### src/rtl/tlbpt_pkg.sv
// Shared types and constants for the TLB page-table translator.
// No dependencies; used by every module of the block by scoped names.
package tlbpt_pkg;

    localparam int VA_W        = 16;
    localparam int CNT_W       = 32;
    localparam int IN_TDATA_W  = 16;
    // physical address, outcome, three counts = 114 bits, padded to bytes
    localparam int OUT_FIELD_W = VA_W + 2 + 3 * CNT_W;
    localparam int OUT_TDATA_W = ((OUT_FIELD_W + 7) / 8) * 8;

    localparam int DEF_TLB_DEPTH  = 16;
    localparam int DEF_PAGE_COUNT = 256;
    localparam int DEF_PAGE_BYTES = 256;

    typedef enum logic [1:0] {
        OUT_TLB_HIT  = 2'd0,
        OUT_PAGE_HIT = 2'd1,
        OUT_FAULT    = 2'd2
    } t_outcome;

    typedef enum logic [1:0] {
        S_CLEAR,
        S_IDLE,
        S_LOOKUP,
        S_UPDATE
    } t_state;

    // controller -> datapath
    typedef struct packed {
        logic clr_wr;   // clear one present-map entry
        logic load;     // capture incoming address word
        logic rd_en;    // tag compare and present-map read
        logic commit;   // update state, load output register
    } t_cmd;

    // datapath -> controller
    typedef struct packed {
        logic clr_last; // clearing pass at its last entry
        logic out_free; // output register can take a word this cycle
    } t_stat;

endpackage

### src/rtl/tlbpt_ctrl.sv
// Controller FSM of the translator: clearing pass, accept, lookup, update.
// Depends on tlbpt_pkg (state enum, command and status structs).
module tlbpt_ctrl (
    input  logic             i_clk,
    input  logic             i_rst_n,
    input  logic             i_s_tvalid,
    output logic             o_s_tready,
    output tlbpt_pkg::t_cmd  o_cmd,
    input  tlbpt_pkg::t_stat i_stat
);

    tlbpt_pkg::t_state r_state;
    tlbpt_pkg::t_state n_state;

    always_ff @(posedge i_clk) begin
        if (!i_rst_n) begin
            r_state <= tlbpt_pkg::S_CLEAR;
        end else begin
            r_state <= n_state;
        end
    end

    always_comb begin
        n_state    = r_state;
        o_cmd      = '0;
        o_s_tready = 1'b0;
        case (r_state)
            tlbpt_pkg::S_CLEAR: begin
                o_cmd.clr_wr = 1'b1;
                if (i_stat.clr_last) begin
                    n_state = tlbpt_pkg::S_IDLE;
                end
            end
            tlbpt_pkg::S_IDLE: begin
                o_s_tready = 1'b1;
                if (i_s_tvalid) begin
                    o_cmd.load = 1'b1;
                    n_state    = tlbpt_pkg::S_LOOKUP;
                end
            end
            tlbpt_pkg::S_LOOKUP: begin
                o_cmd.rd_en = 1'b1;
                n_state     = tlbpt_pkg::S_UPDATE;
            end
            tlbpt_pkg::S_UPDATE: begin
                // wait here while the previous word is still held
                if (i_stat.out_free) begin
                    o_cmd.commit = 1'b1;
                    n_state      = tlbpt_pkg::S_IDLE;
                end
            end
            default: begin
                n_state = tlbpt_pkg::S_CLEAR;
            end
        endcase
    end

endmodule

### src/rtl/tlbpt_dp.sv
// Datapath: TLB tag lanes, FIFO insert pointer, present-map memory,
// saturating counters and output register. Depends on tlbpt_pkg.
module tlbpt_dp #(
    parameter int TLB_DEPTH  = tlbpt_pkg::DEF_TLB_DEPTH,
    parameter int PAGE_COUNT = tlbpt_pkg::DEF_PAGE_COUNT,
    parameter int PAGE_BYTES = tlbpt_pkg::DEF_PAGE_BYTES
) (
    input  logic                                i_clk,
    input  logic                                i_rst_n,
    input  tlbpt_pkg::t_cmd                     i_cmd,
    output tlbpt_pkg::t_stat                    o_stat,
    input  logic [tlbpt_pkg::IN_TDATA_W-1:0]    i_va,
    output logic                                o_m_tvalid,
    input  logic                                i_m_tready,
    output logic [tlbpt_pkg::OUT_TDATA_W-1:0]   o_m_tdata
);

    // PAGE_COUNT and PAGE_BYTES are powers of two
    localparam int PG_W   = $clog2(PAGE_COUNT);
    localparam int OFF_W  = $clog2(PAGE_BYTES);
    localparam int SLOT_W = (TLB_DEPTH > 1) ? $clog2(TLB_DEPTH) : 1;
    localparam int CNT_W  = tlbpt_pkg::CNT_W;
    localparam int VA_W   = tlbpt_pkg::VA_W;

    logic [31:0]           w_va_ext;
    logic [PG_W-1:0]       r_page;
    logic [OFF_W-1:0]      r_off;
    logic [PG_W-1:0]       r_tag [TLB_DEPTH];
    logic [TLB_DEPTH-1:0]  r_tlb_vld;
    logic [TLB_DEPTH-1:0]  w_match;
    logic                  r_hit;
    logic [SLOT_W-1:0]     r_slot;
    logic                  r_present [PAGE_COUNT];
    logic                  r_pres_rd;
    logic [PG_W-1:0]       r_clr_addr;
    logic                  w_pres_we;
    logic [PG_W-1:0]       w_pres_wa;
    logic                  w_pres_wd;
    logic [CNT_W-1:0]      r_tlb_cnt;
    logic [CNT_W-1:0]      r_pg_cnt;
    logic [CNT_W-1:0]      r_flt_cnt;
    logic [CNT_W-1:0]      n_tlb_cnt;
    logic [CNT_W-1:0]      n_pg_cnt;
    logic [CNT_W-1:0]      n_flt_cnt;
    tlbpt_pkg::t_outcome   w_outcome;
    logic [VA_W-1:0]       w_phys;
    logic                  r_out_valid;
    logic [tlbpt_pkg::OUT_TDATA_W-1:0] r_out_data;

    assign w_va_ext = 32'(i_va);

    always_ff @(posedge i_clk) begin
        if (i_cmd.load) begin
            r_page <= PG_W'(w_va_ext >> OFF_W);
            r_off  <= OFF_W'(i_va);
        end
    end

    // one comparator per TLB lane
    always_comb begin
        for (int i = 0; i < TLB_DEPTH; i++) begin
            w_match[i] = r_tlb_vld[i] && (r_tag[i] == r_page);
        end
    end

    always_ff @(posedge i_clk) begin
        if (i_cmd.rd_en) begin
            r_hit <= |w_match;
        end
    end

    // FIFO replacement: r_slot points at the next slot to fill
    always_ff @(posedge i_clk) begin
        if (!i_rst_n) begin
            r_tlb_vld <= '0;
            r_slot    <= '0;
        end else if (i_cmd.commit && !r_hit) begin
            r_tlb_vld[r_slot] <= 1'b1;
            r_slot <= (r_slot == SLOT_W'(TLB_DEPTH - 1)) ? '0 : r_slot + 1'b1;
        end
    end

    always_ff @(posedge i_clk) begin
        if (i_cmd.commit && !r_hit) begin
            r_tag[r_slot] <= r_page;
        end
    end

    // present map: one write port shared by clearing pass and fault marking
    assign w_pres_we = i_cmd.clr_wr || (i_cmd.commit && !r_hit && !r_pres_rd);
    assign w_pres_wa = i_cmd.clr_wr ? r_clr_addr : r_page;
    assign w_pres_wd = !i_cmd.clr_wr;

    always_ff @(posedge i_clk) begin
        if (w_pres_we) begin
            r_present[w_pres_wa] <= w_pres_wd;
        end
        if (i_cmd.rd_en) begin
            r_pres_rd <= r_present[r_page];
        end
    end

    always_ff @(posedge i_clk) begin
        if (!i_rst_n) begin
            r_clr_addr <= '0;
        end else if (i_cmd.clr_wr) begin
            r_clr_addr <= r_clr_addr + 1'b1;
        end
    end

    assign o_stat.clr_last = (r_clr_addr == PG_W'(PAGE_COUNT - 1));
    assign o_stat.out_free = !r_out_valid || i_m_tready;

    always_comb begin
        n_tlb_cnt = r_tlb_cnt;
        n_pg_cnt  = r_pg_cnt;
        n_flt_cnt = r_flt_cnt;
        if (r_hit) begin
            w_outcome = tlbpt_pkg::OUT_TLB_HIT;
            if (r_tlb_cnt != '1) n_tlb_cnt = r_tlb_cnt + 1'b1;
        end else if (r_pres_rd) begin
            w_outcome = tlbpt_pkg::OUT_PAGE_HIT;
            if (r_pg_cnt != '1) n_pg_cnt = r_pg_cnt + 1'b1;
        end else begin
            w_outcome = tlbpt_pkg::OUT_FAULT;
            if (r_flt_cnt != '1) n_flt_cnt = r_flt_cnt + 1'b1;
        end
    end

    // frame equals page
    assign w_phys = VA_W'({r_page, r_off});

    always_ff @(posedge i_clk) begin
        if (!i_rst_n) begin
            r_tlb_cnt <= '0;
            r_pg_cnt  <= '0;
            r_flt_cnt <= '0;
        end else if (i_cmd.commit) begin
            r_tlb_cnt <= n_tlb_cnt;
            r_pg_cnt  <= n_pg_cnt;
            r_flt_cnt <= n_flt_cnt;
        end
    end

    always_ff @(posedge i_clk) begin
        if (!i_rst_n) begin
            r_out_valid <= 1'b0;
        end else if (i_cmd.commit) begin
            r_out_valid <= 1'b1;
        end else if (i_m_tready) begin
            r_out_valid <= 1'b0;
        end
    end

    always_ff @(posedge i_clk) begin
        if (i_cmd.commit) begin
            r_out_data <= tlbpt_pkg::OUT_TDATA_W'(
                {n_flt_cnt, n_pg_cnt, n_tlb_cnt, w_outcome, w_phys});
        end
    end

    assign o_m_tvalid = r_out_valid;
    assign o_m_tdata  = r_out_data;

endmodule

### src/rtl/tlb_page_table_translator.sv
// Channel   Dir  Width  Contents (low bit first)
// s_axis    in   16     virt_addr[15:0]
// m_axis    out  120    phys_addr[15:0], outcome[17:16], tlb_hits[49:18],
//                       page_hits[81:50], page_faults[113:82], zero pad
//
// One word at a time: accept, tag compare plus present-map read, update.
// A result is registered at the update step that follows the lookup, and the
// next word is taken only after that update, so no word overlaps the last one.
// The registered present-map read sets the middle (lookup) step.
// After reset a clearing pass over all PAGE_COUNT entries runs with s_axis not ready.
// An unaccepted output word holds the update step; the input side waits.
// Top level; depends on tlbpt_pkg, tlbpt_ctrl, tlbpt_dp.
module tlb_page_table_translator #(
    parameter int TLB_DEPTH  = tlbpt_pkg::DEF_TLB_DEPTH,
    parameter int PAGE_COUNT = tlbpt_pkg::DEF_PAGE_COUNT,
    parameter int PAGE_BYTES = tlbpt_pkg::DEF_PAGE_BYTES
) (
    input  logic                              i_clk,
    input  logic                              i_rst_n,
    input  logic                              i_s_tvalid,
    output logic                              o_s_tready,
    // virt_addr
    input  logic [tlbpt_pkg::IN_TDATA_W-1:0]  i_s_tdata,
    output logic                              o_m_tvalid,
    input  logic                              i_m_tready,
    // phys_addr, outcome, tlb_hits, page_hits, page_faults, pad
    output logic [tlbpt_pkg::OUT_TDATA_W-1:0] o_m_tdata
);

    tlbpt_pkg::t_cmd  w_cmd;
    tlbpt_pkg::t_stat w_stat;

    tlbpt_ctrl u_ctrl (
        .i_clk      (i_clk),
        .i_rst_n    (i_rst_n),
        .i_s_tvalid (i_s_tvalid),
        .o_s_tready (o_s_tready),
        .o_cmd      (w_cmd),
        .i_stat     (w_stat)
    );

    tlbpt_dp #(
        .TLB_DEPTH  (TLB_DEPTH),
        .PAGE_COUNT (PAGE_COUNT),
        .PAGE_BYTES (PAGE_BYTES)
    ) u_dp (
        .i_clk      (i_clk),
        .i_rst_n    (i_rst_n),
        .i_cmd      (w_cmd),
        .o_stat     (w_stat),
        .i_va       (i_s_tdata),
        .o_m_tvalid (o_m_tvalid),
        .i_m_tready (i_m_tready),
        .o_m_tdata  (o_m_tdata)
    );

endmodule

### config.mk
export PLATFORM = sky130hd
export DESIGN_NAME = tlb_page_table_translator
export DESIGN_NICKNAME = d
export VERILOG_FILES = /design/src/rtl/tlbpt_pkg.sv /design/src/rtl/tlbpt_ctrl.sv /design/src/rtl/tlbpt_dp.sv /design/src/rtl/tlb_page_table_translator.sv
export SDC_FILE = /design/constraint.sdc
export NUM_CORES = 1
export LEC_CHECK = 0
export BUFFER_PORTS_ARGS = -buffer_cell sky130_fd_sc_hd__buf_2
export CAP_MARGIN = 30
export CORE_UTILIZATION = 45
export CTS_CLUSTER_DIAMETER = 120
export DETAILED_ROUTE_END_ITERATION = 10
export PLACE_DENSITY = 0.62
export SLEW_MARGIN = 10
export SYNTH_ARGS = -nofsm -noshare
export SYNTH_HDL_FRONTEND = slang
export SYNTH_SLANG_ARGS = --single-unit
### constraint.sdc
create_clock -name i_clk -period 17.2 [get_ports i_clk]
set_input_delay 0 -clock i_clk [delete_from_list [all_inputs] [get_ports i_clk]]
set_output_delay 0 -clock i_clk [all_outputs]
set_load 0.02 [all_outputs]
==> results.toml, run 1 <==
[setup_path]
cp.required_ns = 17.49
worstPathArrival_ns = 3.81
crit_path_max_incr_delay_ns = 0.77
worst-path-buf-inv = 2
worstPathMaxFanout = 41
rrSetupSlack_ns = 13.68
critPathLaunchType = "flop"
worst_path_dominant_cell_family = "buffers and inverters"
path_depth = 5
r2r_cells = 5
slowest_stage = "o32ai_1"
critPathKind = "flop to flop"
end_kind = "flop"
cp_cell_sequence = "buf_4, clkinv_1, o32ai_1, nand3_1, nor2_1"

[timing]
fmax_mhz = 284
fin_setup_tns_ns = 0
period_minus_slack_ns = 3.52
min_period_over_period_pct = 20.5
slew_headroom_pct = 33.0
setup_viol = 0
grt_setup_unrepaired = "no"
clock_skew_ns = 0.0262
worst_pin_slew_ns = 0.996
setup_ws_ns = 13.68
slew_violations = 0
hold_viol = 0

[floorplanning]
num_io_pins = 142
die_h_um = 253
core_um2 = 61900
initial_utilization_pct = 45.7
die_w_um = 253
fp-row-count = 91
die_area_um2 = 63900

[power_and_ir_drop]
p_sw_share_pct = 24.2
power_density_nw_per_um2 = 109
p_clk_share_pct = 39.7
ir_drop_uv = 58.4
p_leak_uw = 0.0108
share_seq_of_total_power_pct = 50.7
power_frac_comb_pct = 9.7
power.internal_uw = 2630
power.net_switching_uw = 841

[global_routing]
gr-total-overflow = 0
grt_pass1_vias = 17512
grt_pass1_wl_um = 97300
grt_usage_pct = 19.4
antenna_found_initial = 0
grt_max_degree = 124

[detailed_routing]
vias = 18127
dr.pass1.iters = 6
ant_nets = 0
wirelength_um = 62000
drt_iter0_drc = 1427
drcViolationCount = 0
post_drt_wl_per_cell_um = 18.9
via_per_inst = 5.54

[synth]
synthXorXnorAreaFrac_pct = 7.77
synth_area_leaders = "edfxtp_1 (55%), dfxtp_1 (9.0%), nor2_1 (4.9%), xor2_1 (4.9%), mux4_2 (3.3%)"
synth-main-ff-cell = "edfxtp_1"
synth_compound_area_share_pct = 5.23
synth_common_cells = "edfxtp_1 (516), nor2_1 (372), xor2_1 (157)"
synth.most_common_cell = "edfxtp_1"
synth_top_area_share_pct = 54.8
synthAdderAreaFrac_pct = 0.575
synth_area_um2 = 28300
synthDistinctLibCells = 71
synth_top_family_by_area = "simple AND/OR/NAND/NOR gates"
yosysTopAreaCell = "edfxtp_1"
synthCells = 2274
yosys_warnings = 0
muxShareOfSynthArea_pct = 5.80
synth.avg_cell_area_um2 = 12.4
ys_ff_latch = 643
synth_edf_count = 516
synth_simple_gate_area_share_pct = 14.3
async_flop_share_pct = 0
seq_area_frac_synth_pct = 63.8

[cells_and_area]
synthToLayoutAreaGrowth_pct = 12.8
fin_area_um2 = 31900
fin_nets = 2419
diodes = 0
drive_gt1_share_pct = 12.8
n_fill_cell = 5358

[place]
hpwl_um = 37500
gp_congestion = 0.831
port_buffers = 135
placed_cell_area_um2 = 29700
dp_slack_ns = 13.28

[clock_tree]
cts_buffers = 68
clock_path_buffers = 3
clockRootBuffer = "clkbuf_16"
htree_levels = 3
cts_tree = "yes"
clkLatencyLatePin_ns = 0.61
cts_resized = 0
cts_sinks = 643
clk_pin_slew_worst_paths_ns = 0.06
cts_setup_buffers = 0

[worst_hold_path]
hold_path.class = "input pin to flop"
hold_depth = 3

[status]
status = "finished clean"

[run]
cap_violations = 0
worst register-to-register path, stage by stage (launching register included):
cell	delay [ns]
edfxtp_1	0.32
buf_4	0.52
clkinv_1	0.56
o32ai_1	0.77
nand3_1	0.71
nor2_1	0.33
per-layer routing:
metal / up-vias / global-route usage (%) / part of all wire (%) / routed length (µm)
li1: 8504 / - / - / -
met4: 0 / 6.72 / 2.3 / 1440
met5: - / 0 / 0 / 0
met3: 94 / 3.03 / 5.5 / 3430
met1: 9034 / 26.1 / 44 / 27200
met2: 495 / 32.0 / 48 / 29900
timing repair:
action / CTS / global route
hold buffers: 18 / 0
endpoints found under the hold margin: 19 / 0
setup endpoints to repair: 0 / 0
per-stage QoR:
stage               hold slack [ns]  instances  utilization, %  power, µW
finish                        0.102       3273            51.5       3470
global route                  0.104       3273            51.5       3580
CTS                          0.0691       3271            51.5       3500
detailed placement            0.178       3133            47.9       2120
global placement              0.177       3129            47.8       2110
floorplan                    0.0989       2279               -       2020
flip-flops by register name, indices dropped and copies added (netlist names), 4 cells and up:
name	flops
u_dp.o_m_tdata	114
u_dp.r_clr_addr	8
u_dp.r_flt_cnt	32
u_dp.r_off	8
u_dp.r_page	8
u_dp.r_pg_cnt	32
u_dp.r_present	256
u_dp.r_slot	4
u_dp.r_tag	128
u_dp.r_tlb_cnt	32
u_dp.r_tlb_vld	16
logic make-up (layout without fill, tap and decap cells):
group	Yosys count	in the layout
adders and majority gates	13	13
other	1	6
buffers and inverters	176	333
AOI/OAI and AO/OA	231	231
and+or+nand+nor	848	848
DFF	643	643
muxes	111	111
xor gates and xnor gates	251	251
final cells by class:
class	count	area, µm²	area share [%]
well taps	837	1050	3.28
clock buffers	91	1840	5.76
multi-input cells	1460	9550	29.9
repair buffers	179	1090	3.43
clock inverters	29	216	0.678
flip-flops and latches	643	18000	56.5
inverters	34	138	0.431
power groups by stage:
stage                     combinational [µW]  sequential, µW  clock, µW
after detailed placement                 327            1790          0
after CTS                                332            1760       1410
after floorplan                          213            1810          0
final                                    335            1760       1380
after global placement                   315            1790          0
after global routing                     362            1760       1460
layout by cell type (no fill, tap or decap), types with 15 or more instances in the layout:
| master | Yosys | routed |
|---|---|---|
| dfxtp_1 | 127 | 127 |
| or3_1 | 36 | 36 |
| and2_1 | 16 | 16 |
| buf_2 | 16 | 138 |
| nand2_1 | 134 | 134 |
| edfxtp_1 | 516 | 516 |
| inv_1 | 29 | 28 |
| nor2_1 | 372 | 372 |
| nand4_1 | 42 | 42 |
| clkbuf_1 | 95 | 19 |
| o22ai_1 | 24 | 24 |
| nor4_1 | 43 | 43 |
| dlygate4sd3_1 | 0 | 18 |
| nand3_1 | 80 | 80 |
| or4_1 | 30 | 30 |
| o31ai_1 | 31 | 30 |
| mux2i_1 | 65 | 65 |
| nand2b_1 | 16 | 15 |
| a21oi_1 | 64 | 64 |
| o21ai_0 | 43 | 43 |
| clkbuf_16 | 0 | 69 |
| nor3_1 | 28 | 28 |
| o21a_1 | 19 | 19 |
| mux4_2 | 42 | 42 |
| buf_4 | 11 | 18 |
| clkinv_1 | 3 | 16 |
| xor2_1 | 157 | 157 |
| xnor2_1 | 94 | 94 |
| and4_1 | 16 | 16 |
final timing paths:
kind	to	start
worst max-delay path	u_dp.r_present[220]	u_dp.r_page[4]
worst min-delay path	u_dp.r_pg_cnt[1]	i_rst_n
worst max register to register	u_dp.r_present[220]	u_dp.r_page[4]
worst min register to register	u_dp.o_m_tdata[7]	u_dp.r_off[7]
Note: power is estimated with default switching activity, not from simulation.
==> inputs of run 2 (changes only) <==
ABC_AREA = 1   (was default)
PLACE_DENSITY = 0.64   (was 0.62)
clock period = 2.9 ns   (was 17.2 ns; I/O delays follow)
==> run 2 against run 1 <==
Effect of this change: sequential share of layout area shrank 3.4 points; die area grew 4.6%; synthesized area grew 4.7%; critical endpoint is now u_dp.r_present[35].
==> results.toml, run 2 <==
[global_routing]
grt_pass1_vias = 20901
grt_pass1_wl_um = 115000
grt_max_degree = 257
antenna_found_initial = 0
grt_usage_pct = 21.9
gr-total-overflow = 0

[setup_path]
worstPathArrival_ns = 2.78
critPathKind = "flop to flop"
worst_path_dominant_cell_family = "simple AND/OR/NAND/NOR gates"
slowest_stage = "dfxtp_2"
worst-path-buf-inv = 3
rrSetupSlack_ns = 0.44
cp.required_ns = 3.21
critPathLaunchType = "flop"
end_kind = "flop"
crit_path_max_incr_delay_ns = 0.34
cp_cell_sequence = "inv_2, ha_4, clkinvlp_4, or2_2, o21ai_2, inv_2, nor2_4, nand2_4, nor2_1"
cpMostUsedCell = "inv_2"
worstPathMaxFanout = 20

[detailed_routing]
vias = 22216
drcViolationCount = 0
dr.pass1.iters = 6
drt_iter0_drc = 1893
ant_nets = 0
via_per_inst = 5.24
wirelength_um = 73500
post_drt_wl_per_cell_um = 17.3

[synth]
yosys_warnings = 0
synth_top_area_share_pct = 52.3
ys_ff_latch = 643
synth_area_um2 = 29600
yosysTopAreaCell = "edfxtp_1"
synthCells = 3186
synth_area_leaders = "edfxtp_1 (52%), nand2_1 (8.8%), dfxtp_1 (8.6%), nand3_1 (6.2%), nor2_1 (6.1%)"
synth.avg_cell_area_um2 = 9.29
async_flop_share_pct = 0
synthDistinctLibCells = 50
synth_common_cells = "nand2_1 (694), edfxtp_1 (516), nor2_1 (481)"
synth_edf_count = 516
synth-main-ff-cell = "edfxtp_1"
seq_area_frac_synth_pct = 60.9
synth.most_common_cell = "nand2_1"

[clock_tree]
cts_setup_buffers = 0
postCtsHoldBufs = 19
cts_buffers = 70
clkLatencyLatePin_ns = 0.61
clock_path_buffers = 3
clockRootBuffer = "clkbuf_16"
cts_tree = "yes"
htree_levels = 3
cts_resized = 0
cts_sinks = 643
clk_pin_slew_worst_paths_ns = 0.06

[cells_and_area]
final_util_pct = 52.5
layout_common_cells = "nand2_1 (681), edfxtp_1 (516), nor2_1 (463)"
final_common_cell = "nand2_1"
fin_nets = 3359
n_fill_cell = 5924
drive_gt1_share_pct = 11.9
largest_register = "u_dp.r_present"
diodes = 0
largest_reg_flops = 256
synthToLayoutAreaGrowth_pct = 14.8

[timing]
fmax_mhz = 406
slew_headroom_pct = 36.0
setup_viol = 0
slew_violations = 0
worst_pin_slew_ns = 0.960
clock_skew_ns = 0.0245
setup_ws_ns = 0.438
hold_viol = 0
period_minus_slack_ns = 2.46
min_period_over_period_pct = 84.9
grt_setup_unrepaired = "no"

[place]
hpwl_um = 44100
dp_slack_ns = 0.442
gp_congestion = 0.869
port_buffers = 135

[floorplanning]
die_h_um = 259
num_io_pins = 142
initial_utilization_pct = 45.8
die_w_um = 259
fp-row-count = 93
core_um2 = 64700
die_area_um2 = 66800

[status]
status = "finished clean"

[power_and_ir_drop]
ir_drop_uv = 1160
p_leak_uw = 0.0128
power_density_nw_per_um2 = 810

[worst_hold_path]
hold_path.class = "input pin to flop"

[run]
cap_violations = 0
## run 2: layout make-up
type                    count  area, µm²  share of cell area, %
clock buffers             102       2010                   5.90
clock inverters            26        334                  0.983
inverters                 316       1210                   3.55
multi-input cells        2067       9810                   28.8
flip-flops and latches    643      18000                   53.1
well taps                 855       1070                   3.15
repair buffers            228       1530                   4.51
## run 2: routing by layer
layer / track usage (%) / part of all wire (%) / up-vias / routed length [µm]
met1: 28.9 / 43 / 10544 / 31600
met5: 0 / 0 / - / 0
li1: - / - / 10928 / -
met4: 7.28 / 2.4 / 0 / 1740
met3: 3.51 / 6.0 / 112 / 4380
met2: 36.7 / 49 / 632 / 35700
## run 2: logic make-up after synthesis
group                    count (synthesis)  synth area share, %
AO/OA/AOI/OAI                          332                 6.11
XOR/XNOR                                64                 1.92
other                                    1               0.0127
buffers and inverters                  481                 6.66
AND/OR/NAND/NOR                       1652                 23.8
flip-flops                             643                 60.9
adder cells (fa/ha/maj)                 13                0.549
## run 2: worst reg2reg max path, cell delays in order, from the launching register on
cell,delay [ns]
dfxtp_2,0.34
inv_2,0.09
ha_4,0.27
clkinvlp_4,0.22
or2_2,0.34
o21ai_2,0.11
inv_2,0.10
nor2_4,0.25
nand2_4,0.28
nor2_1,0.20
## run 2: final timing paths
| path | from | end | cells after the start |
|---|---|---|---|
| hold reg to reg | u_dp.r_off[3] | u_dp.o_m_tdata[3] | 0 |
| setup / recovery | u_ctrl.r_state[1] | u_dp.r_present[35] | 9 |
| setup reg to reg | u_ctrl.r_state[1] | u_dp.r_present[35] | 9 |
| hold / removal | i_s_tdata[7] | u_dp.r_off[7] | 2 |
## run 2: report_power, final
part | switching [µW] | internal, µW | leakage (µW)
clock network | 3610 | 5450 | 0.00115
logic | 4970 | 1510 | 0.00595
registers | 385 | 11600 | 0.00572
## run 2: through the flow
step | hold WS [ns] | total power [µW] | TNS [ns] | instance area, µm² | cells
global placement | 0.176 | 18600 | 0 | 31500 | 4090
detailed placement | 0.178 | 18600 | 0 | 31500 | 4090
CTS | 0.0725 | 27700 | 0 | 34000 | 4237
global route | 0.0941 | 28700 | 0 | 34000 | 4237
finish | 0.103 | 27500 | 0 | 34000 | 4237
floorplan | 0.0989 | 16600 | -301.98 | 29900 | 3191
==> inputs of run 3 (changes only) <==
PLACE_DENSITY = 0.61   (was 0.64)
clock period = 2.3 ns   (was 2.9 ns; I/O delays follow)
==> run 3 against run 2 <==
Effect of this change: cell count grew 2.4%; worst setup slack lost 0.37 ns; routed wire length grew 5.6%; cell area grew 4.5%; die area is the same.
==> results.toml, run 3 (synthesis results as in run 2) <==
[clock_tree]
clkLatencyLatePin_ns = 0.61
cts_sinks = 643
cts_buffers = 72
clock_path_buffers = 3
clockRootBuffer = "clkbuf_16"
cts_tree = "yes"
htree_levels = 3
clk_pin_slew_worst_paths_ns = 0.06

[setup_path]
r2r_cells = 10
cp.required_ns = 2.62
reg2reg_to = "u_dp.r_present[49]"
r2r_start = "u_ctrl.r_state[0]"
end_kind = "flop"
rrSetupSlack_ns = 0.06
cp-startpoint = "u_ctrl.r_state[0]"
worstPathArrival_ns = 2.55
worstPathMaxFanout = 16
critPathKind = "flop to flop"
critPathLaunchType = "flop"
crit_end = "u_dp.r_present[49]"

[global_routing]
grt_usage_pct = 22.9
grt_pass1_wl_um = 120000
gr-total-overflow = 0
grt_pass1_vias = 22080
grt_max_degree = 257
antenna_found_initial = 2

[power_and_ir_drop]
power_density_nw_per_um2 = 1040
p_clk_share_pct = 32.2
power_frac_comb_pct = 27.0
ir_drop_uv = 1510
power.internal_uw = 25000
p_leak_uw = 0.0136
power.net_switching_uw = 12100
share_seq_of_total_power_pct = 40.8
p_sw_share_pct = 32.5
power.total_uw = 37100

[timing]
clock_skew_ns = 0.0226
slew_headroom_pct = 16.9
worst_pin_slew_ns = 1.25
hold_viol = 0
setup_viol = 0
slew_violations = 0
period_minus_slack_ns = 2.24
fmax_mhz = 447
setup_ws_ns = 0.0636
min_period_over_period_pct = 97.2
grt_setup_unrepaired = "yes"

[place]
hpwl_um = 48900
port_buffers = 135
gp_congestion = 0.881
dp_slack_ns = -0.0132

[detailed_routing]
drt_iter0_drc = 2012
ant_nets = 0
post_drt_wl_per_cell_um = 17.9
drcViolationCount = 0
wirelength_um = 77600
vias = 23140
via_per_inst = 5.34
dr.pass1.iters = 6

[floorplanning]
die_w_um = 259
core_um2 = 64700
die_area_um2 = 66800
fp-row-count = 93
num_io_pins = 142
initial_utilization_pct = 45.8
die_h_um = 259

[cells_and_area]
largest_reg_flops = 256
synthToLayoutAreaGrowth_pct = 20.0
layout_common_cells = "nand2_1 (679), edfxtp_1 (516), nor2_1 (432)"
diodes = 0
final_common_cell = "nand2_1"
fin_nets = 3458
largest_register = "u_dp.r_present"
drive_gt1_share_pct = 15.5
n_fill_cell = 5779

[status]
status = "finished clean"

[run]
cap_violations = 0

[worst_hold_path]
hold_path.class = "input pin to flop"
[run 3: cell count changes in the layout (fill, tap and decap cells not counted), moves of 5 or more]
cell | before | now
clkbuf_8 | 7 | 2
nor2_2 | 13 | 41
clkinvlp_4 | 1 | 6
buf_4 | 65 | 119
nor2_1 | 463 | 432
clkinv_1 | 6 | 14
clkbuf_1 | 22 | 14
buf_12 | 9 | 43
[run 3: area by class of cell]
| type | instances | area [µm²] | share of cell area [%] |
|---|---|---|---|
| clock buffers | 91 | 1960 | 5.51 |
| clock inverters | 40 | 503 | 1.42 |
| inverters | 316 | 1220 | 3.43 |
| multi-input cells | 2068 | 10000 | 28.2 |
| flip-flops and latches | 643 | 18000 | 50.8 |
| well taps | 855 | 1070 | 3.01 |
| repair buffers | 324 | 2740 | 7.71 |
[run 3: worst min-delay path by stage]
stage	from	endpoint	slack (ns)	depth (start not counted)
floorplan	i_s_tdata[0]	u_dp.r_off[0]	0.1	0
global placement	i_s_tdata[10]	u_dp.r_page[2]	0.18	1
detailed placement	i_s_tdata[12]	u_dp.r_page[4]	0.18	1
CTS	i_s_tdata[2]	u_dp.r_off[2]	0.07	2
global route	i_s_tdata[11]	u_dp.r_page[3]	0.08	2
finish	i_s_tdata[2]	u_dp.r_off[2]	0.09	2
[run 3: power by group through the flow]
stage          registers (µW)  logic [µW]  clock network (µW)
2_1_floorplan           15600        5310                   0
6_report                15100       10000               12000
3_5_place_dp            15300        9340                   0
4_1_cts                 15100        9410               12200
5_1_grt                 15200       10800               12600
3_3_place_gp            15300        9170                   0
[run 3: worst max-delay path, cell delays in order (launching register included)]
cell and delay [ns]:
dfxtp_2 0.35, inv_2 0.09, ha_4 0.19, clkinvlp_4 0.11
or2_2 0.33, o21ai_4 0.11, inv_2 0.10, nor2_4 0.20
buf_12 0.17, nand2_8 0.11, nor2_1 0.15
[run 3: routing by layer]
metal / share of wire (%) / track usage, % / vias up
met5: 0 / 0 / -
met4: 2.8 / 7.41 / 0
met3: 5.4 / 3.41 / 136
met2: 50 / 39.5 / 684
met1: 42 / 29.4 / 11178
li1: - / - / 11142
[run 3: stage by stage]
step	hold WS, ns	cell area, µm²	instances	TNS [ns]	utilization (%)
5_1_grt	0.0837	35500	4337	-0.208	54.9
3_3_place_gp	0.179	32500	4171	0	50.2
6_report	0.0915	35500	4337	0	54.9
2_1_floorplan	0.0989	29900	3191	-612.07	-
3_5_place_dp	0.179	32500	4171	-0.0142	50.2
4_1_cts	0.0665	35200	4322	0	54.3
[run 3: what timing repair did]
item                                    4_1_cts  5_1_grt
endpoints found under the hold margin        46        0
endpoints found under the setup margin        6      205
pin swaps                                     1        5
resized for setup                             3       69
gates cloned                                  0        3
buffers inserted                              0       12
hold buffers                                 20        0
